===== config.mk =====
export PLATFORM = sky130hd
export DESIGN_NAME = gcode_line_checksum_receiver_core_flat
export DESIGN_NICKNAME = d
export VERILOG_FILES = /design/src/rtl/gclr_pkg.sv /design/src/rtl/gclr_in_if.sv /design/src/rtl/gclr_out_if.sv /design/src/rtl/gcode_line_checksum_receiver_core.sv /design/src/flat_wrapper.sv
export VERILOG_INCLUDE_DIRS = /design/src /design/src/rtl
export SDC_FILE = /design/constraint.sdc
export NUM_CORES = 1
export LEC_CHECK = 0
export BUFFER_PORTS_ARGS = -buffer_cell sky130_fd_sc_hd__buf_2
export CAP_MARGIN = 20
export CORE_ASPECT_RATIO = 0.5
export CORE_MARGIN = 2
export CORE_UTILIZATION = 63
export DETAILED_ROUTE_END_ITERATION = 10
export PLACE_DENSITY_LB_ADDON = 0.1
export SLEW_MARGIN = 20
export SYNTH_ARGS = -nofsm -noshare
export SYNTH_HDL_FRONTEND = slang
export SYNTH_SLANG_ARGS = --single-unit
export TNS_END_PERCENT = 30

===== constraint.sdc =====
create_clock -name i_clk -period 4.2 [get_ports i_clk]
set_input_delay 0.63 -clock i_clk [delete_from_list [all_inputs] [get_ports i_clk]]
set_output_delay 0.63 -clock i_clk [all_outputs]
set_load 0.005 [all_outputs]

===== src/rtl/gcode_line_checksum_receiver_core_assert.svh =====
// ----------------------------------------------------------------------------
// G-code line receiver assertion macros
// Shorthand for the concurrent checks at the end of the receiver core.
// ----------------------------------------------------------------------------
`ifndef GCODE_LINE_CHECKSUM_RECEIVER_CORE_ASSERT_SVH
`define GCODE_LINE_CHECKSUM_RECEIVER_CORE_ASSERT_SVH

// The consequent must hold in the same cycle as the antecedent.
`define GCLR_ASSERT_SAME(lbl, ante, cons) \
    lbl: assert property (@(posedge i_clk) disable iff (!i_rst_n) (ante) |-> (cons)) \
        else $error("receiver check failed");

// The consequent must hold in the cycle after the antecedent.
`define GCLR_ASSERT_NEXT(lbl, ante, cons) \
    lbl: assert property (@(posedge i_clk) disable iff (!i_rst_n) (ante) |=> (cons)) \
        else $error("receiver check failed");

`endif


===== src/rtl/gclr_pkg.sv =====
// ----------------------------------------------------------------------------
// G-code line receiver package
// Sizes, character codes, result kinds and controller states.
// ----------------------------------------------------------------------------
package gclr_pkg;

    localparam int MAX_LINE = 64;
    localparam int ADDR_W   = $clog2(MAX_LINE);
    localparam int FILL_W   = $clog2(MAX_LINE + 1);
    localparam int CNT_W    = 31;

    localparam logic [CNT_W-1:0] CNT_MAX = {CNT_W{1'b1}};

    localparam logic [7:0] CH_LF   = 8'h0A;
    localparam logic [7:0] CH_CR   = 8'h0D;
    localparam logic [7:0] CH_BANG = 8'h21;
    localparam logic [7:0] CH_STAR = 8'h2A;
    localparam logic [7:0] CH_0    = 8'h30;
    localparam logic [7:0] CH_9    = 8'h39;
    localparam logic [7:0] CH_D    = 8'h64;
    localparam logic [7:0] CH_E    = 8'h65;
    localparam logic [7:0] CH_N    = 8'h6E;

    typedef enum logic {
        OP_BYTE    = 1'b0,
        OP_RESTART = 1'b1
    } t_op;

    typedef enum logic [2:0] {
        K_PAYLOAD = 3'd0,
        K_OK      = 3'd1,
        K_RESEND  = 3'd2,
        K_DUP     = 3'd3,
        K_COMMENT = 3'd4,
        K_END     = 3'd5,
        K_READY   = 3'd6
    } t_kind;

    typedef enum logic [1:0] {
        S_IDLE,
        S_RD,
        S_EMIT,
        S_OK
    } t_state;

    function automatic logic is_digit(input logic [7:0] c);
        return (c >= CH_0) && (c <= CH_9);
    endfunction

endpackage


===== src/rtl/gclr_in_if.sv =====
// ----------------------------------------------------------------------------
// G-code line receiver input channel
// One beat carries an opcode and a received byte.
// ----------------------------------------------------------------------------
interface gclr_in_if;
    logic       valid;
    logic       ready;
    logic       opcode;
    logic [7:0] rx_byte;

    modport source (output valid, output opcode, output rx_byte, input ready);
    modport sink   (input valid, input opcode, input rx_byte, output ready);
endinterface


===== src/rtl/gclr_out_if.sv =====
// ----------------------------------------------------------------------------
// G-code line receiver result channel
// One beat carries a result kind, a payload byte, a count and a last flag.
// ----------------------------------------------------------------------------
interface gclr_out_if;
    logic        valid;
    logic        ready;
    logic [2:0]  kind;
    logic [7:0]  payload_byte;
    logic [30:0] count;
    logic        last;

    modport source (output valid, output kind, output payload_byte, output count,
                    output last, input ready);
    modport sink   (input valid, input kind, input payload_byte, input count,
                    input last, output ready);
endinterface


===== src/rtl/gcode_line_checksum_receiver_core.sv =====
// Results are registered; a restart or a non-matching line reports in the cycle after its beat.
// Throughput: one byte per cycle while no line is being flushed and the result register is free.
// A matching line flushes its payload from the line memory byte by byte (each byte is read,
// then loaded into the result register), then reports ok; no beat is taken during the flush.
// Reset: synchronous, active low; clears counters and line state, not the line memory.
// ----------------------------------------------------------------------------
// G-code line receiver core
// Buffers a numbered, checksummed line in a memory and reports its outcome.
// ----------------------------------------------------------------------------
`include "gcode_line_checksum_receiver_core_assert.svh"

module gcode_line_checksum_receiver_core
    import gclr_pkg::*;
(
    input  logic           i_clk,
    input  logic           i_rst_n,
    gclr_in_if.sink        i_rx,
    gclr_out_if.source     o_res
);

    logic [7:0] mem [MAX_LINE];
    logic [7:0] r_rd_data;

    t_state             r_state, n_state;
    logic [FILL_W-1:0]  r_fill, n_fill;
    logic [7:0]         r_xor, n_xor;
    logic [7:0]         r_xbl, n_xbl;
    logic               r_star, n_star;
    logic [ADDR_W-1:0]  r_first, n_first;
    logic [ADDR_W-1:0]  r_lastpos, n_lastpos;
    logic [CNT_W-1:0]   r_num, n_num;
    logic               r_num_ok, n_num_ok;
    logic [7:0]         r_sum, n_sum;
    logic               r_sum_seen, n_sum_seen;
    logic               r_sum_stop, n_sum_stop;
    logic               r_ovf, n_ovf;
    logic               r_is_end, n_is_end;
    logic               r_bang, n_bang;
    logic [CNT_W-1:0]   r_expected, n_expected;
    logic [CNT_W-1:0]   r_confirmed, n_confirmed;
    logic [FILL_W-1:0]  r_rd_ptr, n_rd_ptr;
    logic [ADDR_W-1:0]  r_end_pos, n_end_pos;

    logic               r_out_valid, n_out_valid;
    t_kind              r_out_kind, n_out_kind;
    logic [7:0]         r_out_byte, n_out_byte;
    logic [CNT_W-1:0]   r_out_count, n_out_count;
    logic               r_out_last, n_out_last;

    logic               in_fire;
    logic               out_free;
    logic               mem_we;
    logic               mem_re;
    logic [7:0]         c;
    logic               c_digit;
    logic [CNT_W+3:0]   num_next;
    logic [7:0]         sum_next;
    logic [FILL_W-1:0]  first_plus;
    logic [FILL_W-1:0]  ptr_plus;

    assign out_free = !r_out_valid || o_res.ready;
    assign i_rx.ready = (r_state == S_IDLE) && out_free;
    assign in_fire = i_rx.valid && i_rx.ready;
    assign c = i_rx.rx_byte;
    assign c_digit = is_digit(c);
    assign num_next = ({4'b0, r_num} << 3) + ({4'b0, r_num} << 1) + (CNT_W+4)'(c[3:0]);
    assign sum_next = 8'(({r_sum, 3'b0}) + ({r_sum[6:0], 1'b0}) + {4'b0, c[3:0]});
    assign first_plus = FILL_W'(r_first) + FILL_W'(1);
    assign ptr_plus = r_rd_ptr + FILL_W'(1);

    assign o_res.valid        = r_out_valid;
    assign o_res.kind         = r_out_kind;
    assign o_res.payload_byte = r_out_byte;
    assign o_res.count        = r_out_count;
    assign o_res.last         = r_out_last;

    always_comb begin
        n_state     = r_state;
        n_fill      = r_fill;
        n_xor       = r_xor;
        n_xbl       = r_xbl;
        n_star      = r_star;
        n_first     = r_first;
        n_lastpos   = r_lastpos;
        n_num       = r_num;
        n_num_ok    = r_num_ok;
        n_sum       = r_sum;
        n_sum_seen  = r_sum_seen;
        n_sum_stop  = r_sum_stop;
        n_ovf       = r_ovf;
        n_is_end    = r_is_end;
        n_bang      = r_bang;
        n_expected  = r_expected;
        n_confirmed = r_confirmed;
        n_rd_ptr    = r_rd_ptr;
        n_end_pos   = r_end_pos;
        n_out_valid = r_out_valid && !o_res.ready;
        n_out_kind  = r_out_kind;
        n_out_byte  = r_out_byte;
        n_out_count = r_out_count;
        n_out_last  = r_out_last;
        mem_we      = 1'b0;
        mem_re      = 1'b0;

        unique case (r_state)
            S_IDLE: begin
                if (in_fire) begin
                    if (t_op'(i_rx.opcode) == OP_RESTART || c == CH_LF) begin
                        n_fill     = '0;
                        n_xor      = '0;
                        n_xbl      = '0;
                        n_star     = 1'b0;
                        n_first    = '0;
                        n_lastpos  = '0;
                        n_num      = '0;
                        n_num_ok   = 1'b1;
                        n_sum      = '0;
                        n_sum_seen = 1'b0;
                        n_sum_stop = 1'b0;
                        n_ovf      = 1'b0;
                        n_is_end   = 1'b0;
                        n_bang     = 1'b0;
                        n_out_valid = 1'b1;
                        n_out_byte  = '0;
                        n_out_count = '0;
                        n_out_last  = 1'b1;
                        if (t_op'(i_rx.opcode) == OP_RESTART) begin
                            n_expected  = '0;
                            n_confirmed = '0;
                            n_out_kind  = K_READY;
                        end else if (r_ovf) begin
                            n_out_kind  = K_RESEND;
                            n_out_count = r_expected;
                        end else if (r_fill == FILL_W'(3) && r_is_end) begin
                            n_out_kind = K_END;
                        end else if (r_fill != '0 && r_bang) begin
                            n_out_kind = K_COMMENT;
                        end else if (!r_star || !r_sum_seen || r_sum != r_xbl
                                     || !r_num_ok || r_num > r_expected) begin
                            n_out_kind  = K_RESEND;
                            n_out_count = r_expected;
                        end else if (r_num < r_expected) begin
                            n_out_kind = K_DUP;
                        end else begin
                            n_out_valid = 1'b0;
                            if (r_expected != CNT_MAX) begin
                                n_expected = r_expected + CNT_W'(1);
                            end
                            n_rd_ptr  = first_plus;
                            n_end_pos = r_lastpos;
                            if (first_plus < FILL_W'(r_lastpos)) begin
                                n_state = S_RD;
                            end else begin
                                n_state = S_OK;
                            end
                        end
                    end else if (c == CH_CR) begin
                        n_fill = r_fill;
                    end else if (r_fill >= FILL_W'(MAX_LINE)) begin
                        n_ovf = 1'b1;
                    end else begin
                        mem_we = 1'b1;
                        n_fill = r_fill + FILL_W'(1);
                        n_xor  = r_xor ^ c;
                        if (r_fill == '0) begin
                            n_is_end = (c == CH_E);
                            n_bang   = (c == CH_BANG);
                        end else if (r_fill == FILL_W'(1)) begin
                            n_is_end = r_is_end && (c == CH_N);
                        end else if (r_fill == FILL_W'(2)) begin
                            n_is_end = r_is_end && (c == CH_D);
                        end
                        if (c == CH_STAR) begin
                            if (!r_star) begin
                                n_first = r_fill[ADDR_W-1:0];
                            end
                            n_star     = 1'b1;
                            n_lastpos  = r_fill[ADDR_W-1:0];
                            n_xbl      = r_xor;
                            n_sum      = '0;
                            n_sum_seen = 1'b0;
                            n_sum_stop = 1'b0;
                        end else if (!r_star) begin
                            if (!c_digit) begin
                                n_num_ok = 1'b0;
                            end else if (num_next > (CNT_W+4)'(CNT_MAX)) begin
                                n_num = CNT_MAX;
                            end else begin
                                n_num = num_next[CNT_W-1:0];
                            end
                        end else if (!r_sum_stop) begin
                            if (c_digit) begin
                                n_sum      = sum_next;
                                n_sum_seen = 1'b1;
                            end else begin
                                n_sum_stop = 1'b1;
                            end
                        end
                    end
                end
            end
            S_RD: begin
                mem_re  = 1'b1;
                n_state = S_EMIT;
            end
            S_EMIT: begin
                if (out_free) begin
                    n_out_valid = 1'b1;
                    n_out_kind  = K_PAYLOAD;
                    n_out_byte  = r_rd_data;
                    n_out_count = '0;
                    n_out_last  = 1'b0;
                    n_rd_ptr    = ptr_plus;
                    if (ptr_plus < FILL_W'(r_end_pos)) begin
                        n_state = S_RD;
                    end else begin
                        n_state = S_OK;
                    end
                end
            end
            S_OK: begin
                if (out_free) begin
                    n_out_valid = 1'b1;
                    n_out_kind  = K_OK;
                    n_out_byte  = '0;
                    n_out_count = r_confirmed;
                    n_out_last  = 1'b1;
                    if (r_confirmed != CNT_MAX) begin
                        n_confirmed = r_confirmed + CNT_W'(1);
                    end
                    n_state = S_IDLE;
                end
            end
            default: begin
                n_state = S_IDLE;
            end
        endcase
    end

    always_ff @(posedge i_clk) begin
        if (mem_we) begin
            mem[r_fill[ADDR_W-1:0]] <= c;
        end
        if (mem_re) begin
            r_rd_data <= mem[r_rd_ptr[ADDR_W-1:0]];
        end
    end

    always_ff @(posedge i_clk) begin
        if (!i_rst_n) begin
            r_state     <= S_IDLE;
            r_fill      <= '0;
            r_xor       <= '0;
            r_xbl       <= '0;
            r_star      <= 1'b0;
            r_first     <= '0;
            r_lastpos   <= '0;
            r_num       <= '0;
            r_num_ok    <= 1'b1;
            r_sum       <= '0;
            r_sum_seen  <= 1'b0;
            r_sum_stop  <= 1'b0;
            r_ovf       <= 1'b0;
            r_is_end    <= 1'b0;
            r_bang      <= 1'b0;
            r_expected  <= '0;
            r_confirmed <= '0;
            r_rd_ptr    <= '0;
            r_end_pos   <= '0;
            r_out_valid <= 1'b0;
        end else begin
            r_state     <= n_state;
            r_fill      <= n_fill;
            r_xor       <= n_xor;
            r_xbl       <= n_xbl;
            r_star      <= n_star;
            r_first     <= n_first;
            r_lastpos   <= n_lastpos;
            r_num       <= n_num;
            r_num_ok    <= n_num_ok;
            r_sum       <= n_sum;
            r_sum_seen  <= n_sum_seen;
            r_sum_stop  <= n_sum_stop;
            r_ovf       <= n_ovf;
            r_is_end    <= n_is_end;
            r_bang      <= n_bang;
            r_expected  <= n_expected;
            r_confirmed <= n_confirmed;
            r_rd_ptr    <= n_rd_ptr;
            r_end_pos   <= n_end_pos;
            r_out_valid <= n_out_valid;
        end
    end

    always_ff @(posedge i_clk) begin
        r_out_kind  <= n_out_kind;
        r_out_byte  <= n_out_byte;
        r_out_count <= n_out_count;
        r_out_last  <= n_out_last;
    end

    `GCLR_ASSERT_SAME(a_fill_bound, 1'b1, r_fill <= FILL_W'(MAX_LINE))
    `GCLR_ASSERT_SAME(a_payload_not_last, o_res.valid && o_res.kind == K_PAYLOAD, !o_res.last)
    `GCLR_ASSERT_SAME(a_flush_in_range, r_state == S_EMIT, r_rd_ptr < FILL_W'(r_end_pos))
    `GCLR_ASSERT_NEXT(a_flush_blocks_input, r_state != S_IDLE, r_fill == '0)

endmodule


===== src/flat_wrapper.sv =====
// flat-port wrapper written by rule: the top's interface ports become plain ports
module gcode_line_checksum_receiver_core_flat import gclr_pkg::*;
  (i_clk, i_rst_n, i_rx_valid, i_rx_opcode, i_rx_rx_byte, i_rx_ready, o_res_valid, o_res_kind, o_res_payload_byte, o_res_count, o_res_last, o_res_ready);
  gclr_in_if i_rx_i ();
  gclr_out_if o_res_i ();
  input  logic i_clk;
  input  logic i_rst_n;
  input wire logic [$bits(i_rx_i.valid)-1:0] i_rx_valid;
  input wire logic [$bits(i_rx_i.opcode)-1:0] i_rx_opcode;
  input wire logic [$bits(i_rx_i.rx_byte)-1:0] i_rx_rx_byte;
  output wire logic [$bits(i_rx_i.ready)-1:0] i_rx_ready;
  output wire logic [$bits(o_res_i.valid)-1:0] o_res_valid;
  output wire logic [$bits(o_res_i.kind)-1:0] o_res_kind;
  output wire logic [$bits(o_res_i.payload_byte)-1:0] o_res_payload_byte;
  output wire logic [$bits(o_res_i.count)-1:0] o_res_count;
  output wire logic [$bits(o_res_i.last)-1:0] o_res_last;
  input wire logic [$bits(o_res_i.ready)-1:0] o_res_ready;
  assign i_rx_i.valid = i_rx_valid;
  assign i_rx_i.opcode = i_rx_opcode;
  assign i_rx_i.rx_byte = i_rx_rx_byte;
  assign i_rx_ready = i_rx_i.ready;
  assign o_res_valid = o_res_i.valid;
  assign o_res_kind = o_res_i.kind;
  assign o_res_payload_byte = o_res_i.payload_byte;
  assign o_res_count = o_res_i.count;
  assign o_res_last = o_res_i.last;
  assign o_res_i.ready = o_res_ready;
  gcode_line_checksum_receiver_core u_core (.i_clk(i_clk), .i_rst_n(i_rst_n), .i_rx(i_rx_i), .o_res(o_res_i));
endmodule

==> flow_metrics.tcl, run 1 <==
set metrics [dict create \
    area_growth_pct 11.7 \
    synthMuxAreaShare_pct 12.1 \
    die_y_um 165 \
    cts_tree "done" \
    synthAdderAreaFrac_pct 4.83 \
    dieArea_mm2 0.0539 \
    syn-num-nets 2412 \
    timing.rr.start "u_core.r_num[2]$_SDFFE_PN0P_" \
    cts_root_buf "clkbuf_16" \
    final_cell_mix "563 x edfxtp_1, 168 x mux4_2, 165 x nor2_1, 155 x dfxtp_1, 150 x nand2_1" \
    holdPathStages 1 \
    comb_power_share_pct 2.3 \
    seq_area_frac_synth_pct 61.4 \
    path_max_fanout 31 \
    holdBufCountCts 0 \
    numCtsBuffers 58 \
    startpoint_type "register" \
    setup_viol 0 \
    ys.flop_type "edfxtp_1" \
    min-delay-start "i_rx_rx_byte[0]" \
    drtIter0Drc 2314 \
    grt_max_degree 72 \
    initial_core_util_pct 64.4 \
    nNetsFinal 2537 \
    r2r-end "u_core.r_num[2]$_SDFFE_PN0P_" \
    tns_ns 0 \
    htreeDepth 2 \
    synthCells 2275 \
    critical-path-max-stage-delay_ns 0.56 \
    arrival_ns 4.23 \
    total_power_mw 13.8 \
    critPathMostFrequentCell "fa_1" \
    period_share_pct 87.3 \
    relSlewSlack_pct 24.8 \
    grt_pass1_wl_mm 123 \
    vias 20700 \
    gr-total-overflow 0 \
    crit_path_end_kind "register" \
    p_clk_share_pct 42.0 \
    synth.cell_area_mm2 0.0327 \
    yosys_register_bits 722 \
    cts_setup_buffers 0 \
    switchingPower_mw 2.89 \
    place_congestion 0.864 \
    syn_area_per_cell_um2 14.4 \
    synthArstFlopShare_pct 0 \
    cp.required_ns 4.76 \
    layout_commonest_cell "edfxtp_1" \
    max_freq_mhz 273 \
    fp.coreArea_mm2 0.0508 \
    row_count 58 \
    grt_pass1_vias 20200 \
    ir_worst_vdd_mv 0.332 \
    p_int_mw 10.9 \
    wl_mm 80.6 \
    cpLargestDelayFamily "compound AO/OA/AOI/OAI gates" \
    status "finished, final reports clean" \
    clk_latency_ns 0.64 \
    grt_util_all_layers_pct 30.4 \
    r2r_cells 12 \
    finalCriticalPeriod_ns 3.66 \
    drv_cap 0 \
    synth_edf_count 563 \
    cp_slowest_cell "or4_1" \
    power_density_mw_per_mm2 378 \
    ys_warn_count 0 \
    drive_gt1_share_pct 19.4 \
    leakage_nw 12.9 \
    hp-class "in -> reg" \
    stdcell_area_mm2 0.0366 \
    slew_viol_final 0 \
    critPathKind "reg -> reg" \
    synth.distinct_cells 69 \
    setup.reg_to_reg.worst_slack_ns 0.54 \
    drc 0 \
    swShare_pct 20.9 \
    synth_top_family_by_area "multiplexers" \
    antenna_left 0 \
    fin_skew_ns 0.0310 \
    wl_per_cell_um 25.7 \
    clk_path_buf_depth 3 \
    antenna_found_initial 3 \
    crit_chain "inv_1, fa_1, fa_1, nand2b_1, a21o_1, a21oi_1, nor3_1, or4_1, a211o_1, a41oi_2, buf_12, a221o_1" \
    cp.buffers_inverters 2 \
    cts_sinks 722 \
    rsz0062_at_grt "no" \
    die_width_um 326 \
    synth-simple-area-share_pct 8.06 \
    synthXorXnorAreaFrac_pct 2.11 \
    holdPathEnd "u_core.mem[27][0]$_DFFE_PP_" \
    nFillCells 3192 \
    portBuffers 57 \
    vias_per_cell 6.61 \
    dp_hpwl_mm 51.2 \
    clkTransAtPathRegs_ns 0.07 \
    ctsResizeCount 0 \
    hold_viol 0 \
    io_pins 58 \
    synth-compound-area-share_pct 9.18 \
    worst_slew_pin_slew_ns 1.13 \
    placed_area_mm2 0.0345 \
    pwr-share-seq_pct 55.8 \
    drt_first_pass_iters 6 \
]
==> synthesized netlist by cell type, types with 17 or more instances <==
master | instances | share of area [%]
nand2_1 | 151 | 1.7
inv_1 | 79 | 0.91
ha_1 | 120 | 4.6
a21o_1 | 26 | 0.60
a41o_1 | 33 | 1.0
a21oi_1 | 90 | 1.4
edfxtp_1 | 563 | 52
a221o_1 | 33 | 1.0
nand3_1 | 65 | 0.99
nor3_1 | 30 | 0.46
dfxtp_1 | 159 | 9.7
or3_1 | 17 | 0.32
xor2_1 | 42 | 1.1
clkbuf_1 | 102 | 1.2
xnor2_1 | 37 | 0.99
nand4_1 | 31 | 0.59
o2111ai_1 | 19 | 0.51
o21ai_0 | 54 | 0.83
a32o_1 | 24 | 0.73
buf_1 | 20 | 0.23
mux4_2 | 168 | 12
nor2_1 | 167 | 1.9
==> cell families after synthesis <==
kind of cell,after synthesis
multiplexers,185
XOR/XNOR,79
AO/OA/AOI/OAI,402
buffers and inverters,204
adder cells (fa/ha/maj),124
flip-flops,722
AND/OR/NAND/NOR,559
==> routing by layer <==
layer	share of wire (%)	vias to the layer above	GRT usage [%]
met5	0.033	-	0
met4	2.6	4	8.17
met3	8.8	149	6.13
met2	48	917	50.3
met1	40	10500	41.9
li1	-	9218	-
==> sequential cells by signal, indices dropped and copies added (netlist names), 2 cells and up <==
name	cells
u_core.r_first	6
u_core.r_sum	8
u_core.r_state	2
u_core.o_res.payload_byte	8
u_core.r_expected	31
u_core.r_num	31
u_core.mem	512
u_core.o_res.count	31
u_core.r_rd_data	8
u_core.r_end_pos	6
u_core.r_confirmed	31
u_core.r_fill	7
u_core.r_rd_ptr	7
u_core.r_lastpos	6
u_core.o_res.kind	3
u_core.r_xbl	8
u_core.r_xor	8
==> area by class of cell <==
class,instances,area [um2],area share [%]
flip-flops and latches,722,20100,55.0
well taps,690,863,2.36
clock buffers,63,1470,4.02
repair buffers,189,1360,3.73
clock inverters,46,548,1.50
inverters,80,300,0.821
diodes,1,2.50,0.00684
multi-input cells,1349,11900,32.6
==> power groups by stage <==
stage / Sequential [mW] / Clock (mW) / Combinational, mW
after floorplan: 7.88 / 0 / 0.124
after global placement: 7.87 / 0 / 0.295
after detailed placement: 7.87 / 0 / 0.307
after CTS: 7.71 / 5.87 / 0.308
after global routing: 7.71 / 6.14 / 0.336
final: 7.71 / 5.81 / 0.312
==> worst max path at each step <==
stage                                          to  cells past startpoint                          startpoint  slack, ns
4_1_cts        u_core.r_expected[26]$_SDFFE_PN0P_                     10  u_core.r_expected[27]$_SDFFE_PN0P_       0.53
3_3_place_gp         u_core.r_num[4]$_SDFFE_PN0P_                     13                     i_rx_rx_byte[3]       0.23
3_5_place_dp        u_core.r_num[17]$_SDFFE_PN0P_                     13                     i_rx_rx_byte[3]       0.17
5_1_grt        u_core.r_expected[24]$_SDFFE_PN0P_                     11  u_core.r_expected[28]$_SDFFE_PN0P_       0.18
6_report             u_core.r_num[2]$_SDFFE_PN0P_                     12        u_core.r_num[2]$_SDFFE_PN0P_       0.54
2_1_floorplan        u_core.r_num[0]$_SDFFE_PN0P_                     12                     i_rx_rx_byte[3]       0.43
==> stage by stage <==
stage	setup WS [ns]	hold slack [ns]	utilization, %	std cells
after floorplan	0.432	0.423	-	2275
after global placement	0.231	0.431	68.0	3029
after detailed placement	0.169	0.442	68.0	3029
after CTS	0.534	0.370	72.0	3138
after global routing	0.179	0.368	72.0	3140
final	0.535	0.404	72.0	3140
(Power assumes the default switching activity.)
==> inputs of run 2 (changes only) <==
Settings changed: PLACE_DENSITY from default to 0.8, PLACE_DENSITY_LB_ADDON 0.1 to default.
==> flow_metrics.tcl, run 2 (same netlist as run 1, synthesis figures left out) <==
set metrics [dict create \
    status "finished, final reports clean" \
    wl_met2_mm 40.6 \
    slew_viol_final 0 \
    diodes 0 \
    die_width_um 326 \
    wl_mm 84.0 \
    seqCellArea_mm2 0.0201 \
    drive_gt1_share_pct 18.6 \
    grt_pass1_vias 20800 \
    holdBufCountCts 0 \
    finalCriticalPeriod_ns 3.74 \
    cp.required_ns 4.74 \
    fp.coreArea_mm2 0.0508 \
    final_cell_mix "563 x edfxtp_1, 168 x mux4_2, 165 x nor2_1, 155 x dfxtp_1, 150 x nand2_1" \
    min-delay-start "i_rx_rx_byte[6]" \
    clk_path_buf_depth 3 \
    timing.rr.start "u_core.r_expected[28]$_SDFFE_PN0P_" \
    drtIter0Drc 3075 \
    drv_cap 0 \
    dp_hpwl_mm 52.2 \
    cts_sinks 722 \
    crit_path_end_kind "register" \
    nFillCells 3120 \
    ctsResizeCount 0 \
    portBuffers 57 \
    stdcell_area_mm2 0.0363 \
    hold_viol 0 \
    hp-class "in -> reg" \
    gr-total-overflow 0 \
    wl_met1_mm 31.9 \
    period_share_pct 89.1 \
    largest_reg_flops 512 \
    vias_per_cell 6.85 \
    clkTransAtPathRegs_ns 0.07 \
    placed_area_mm2 0.0345 \
    power_density_mw_per_mm2 371 \
    drt_first_pass_iters 7 \
    numCtsBuffers 59 \
    worst_slew_pin_slew_ns 1.04 \
    wl_per_cell_um 26.8 \
    max_freq_mhz 267 \
    cts_setup_buffers 0 \
    cts_root_buf "clkbuf_16" \
    antenna_found_initial 0 \
    leakage_nw 12.8 \
    die_y_um 165 \
    initial_core_util_pct 64.4 \
    grt_pass1_wl_mm 128 \
    drc 0 \
    critPathKind "in -> reg" \
    final_core_util_pct 71.4 \
    grt_util_all_layers_pct 31.5 \
    total_power_mw 13.4 \
    worstSetupStartpoint "i_rx_rx_byte[3]" \
    layout_commonest_cell "edfxtp_1" \
    highest_layer "met4" \
    nNetsFinal 2532 \
    htreeDepth 2 \
    arrival_ns 4.28 \
    grt_max_degree 72 \
    tns_ns 0 \
    relSlewSlack_pct 30.7 \
    vias 21500 \
    row_count 58 \
    setup_viol 0 \
    multi_input_area_mm2 0.0119 \
    path_max_fanout 17 \
    route.met3.wl_mm 7.92 \
    clk_latency_ns 0.65 \
    ir_worst_vdd_mv 0.350 \
    dieArea_mm2 0.0539 \
    area_growth_pct 10.8 \
    fin_skew_ns 0.0500 \
    rsz0062_at_grt "no" \
    antenna_left 0 \
    cts_tree "done" \
    startpoint_type "primary input" \
    place_congestion 0.894 \
    io_pins 58 \
]
==> run 2: cell types whose count changed in the layout (fill, tap and decap cells not counted), sizes merged <==
cell / change
buf: -5
bufinv: -7
clkbuf: +16
clkinv: -5
clkinvlp: -6
diode: -1
inv: -1
==> run 2: cell type report <==
| class | count | area share (%) |
|---|---|---|
| clock buffers | 80 | 4.34 |
| clock inverters | 27 | 0.680 |
| repair buffers | 183 | 3.53 |
| flip-flops and latches | 722 | 55.4 |
| well taps | 690 | 2.38 |
| multi-input cells | 1349 | 32.8 |
| inverters | 80 | 0.828 |
==> run 2: final timing paths <==
check | endpoint | slack, ns | cells after the start
worst max-delay path | u_core.r_num[8]$_SDFFE_PN0P_ | 0.46 | 14
worst min register to register | u_core.r_sum_seen$_SDFFE_PN0P_ | 0.45 | 2
worst max register to register | u_core.r_expected[12]$_SDFFE_PN0P_ | 0.55 | 11
worst min-delay path | u_core.mem[31][6]$_DFFE_PP_ | 0.32 | 1
==> run 2: report_power, final <==
| part | leakage [nW] | switching (mW) | internal, mW |
|---|---|---|---|
| clock | 0.877 | 2.59 | 2.82 |
| sequential | 6.39 | 0.0128 | 7.70 |
| combinational | 5.52 | 0.246 | 0.0701 |
| total | 12.8 | 2.85 | 10.6 |
==> run 2: layer usage <==
layer  vias up  global-route usage (%)
met5         -                       0
met3       266                    6.24
met1     10700                    41.3
li1       9210                       -
met2      1279                    52.6
met4         0                    12.9
==> run 2: worst max-delay path, stage by stage <==
cell	delay (ns)
buf_2	0.24
inv_1	0.12
buf_12	0.14
fa_1	0.52
fa_1	0.47
nand2b_1	0.18
a21o_1	0.20
a21oi_1	0.20
nor3_1	0.12
or4_1	0.56
a211o_1	0.29
a41oi_2	0.18
buf_4	0.26
a221o_1	0.14
==> run 2: stage by stage <==
step           setup slack [ns]  hold slack [ns]  cells
5_1_grt                   0.225            0.309   3131
3_3_place_gp            -0.0238            0.430   3024
3_5_place_dp            -0.0660            0.435   3024
2_1_floorplan             0.432            0.423   2275
6_report                  0.460            0.321   3131
4_1_cts                   0.531            0.297   3131
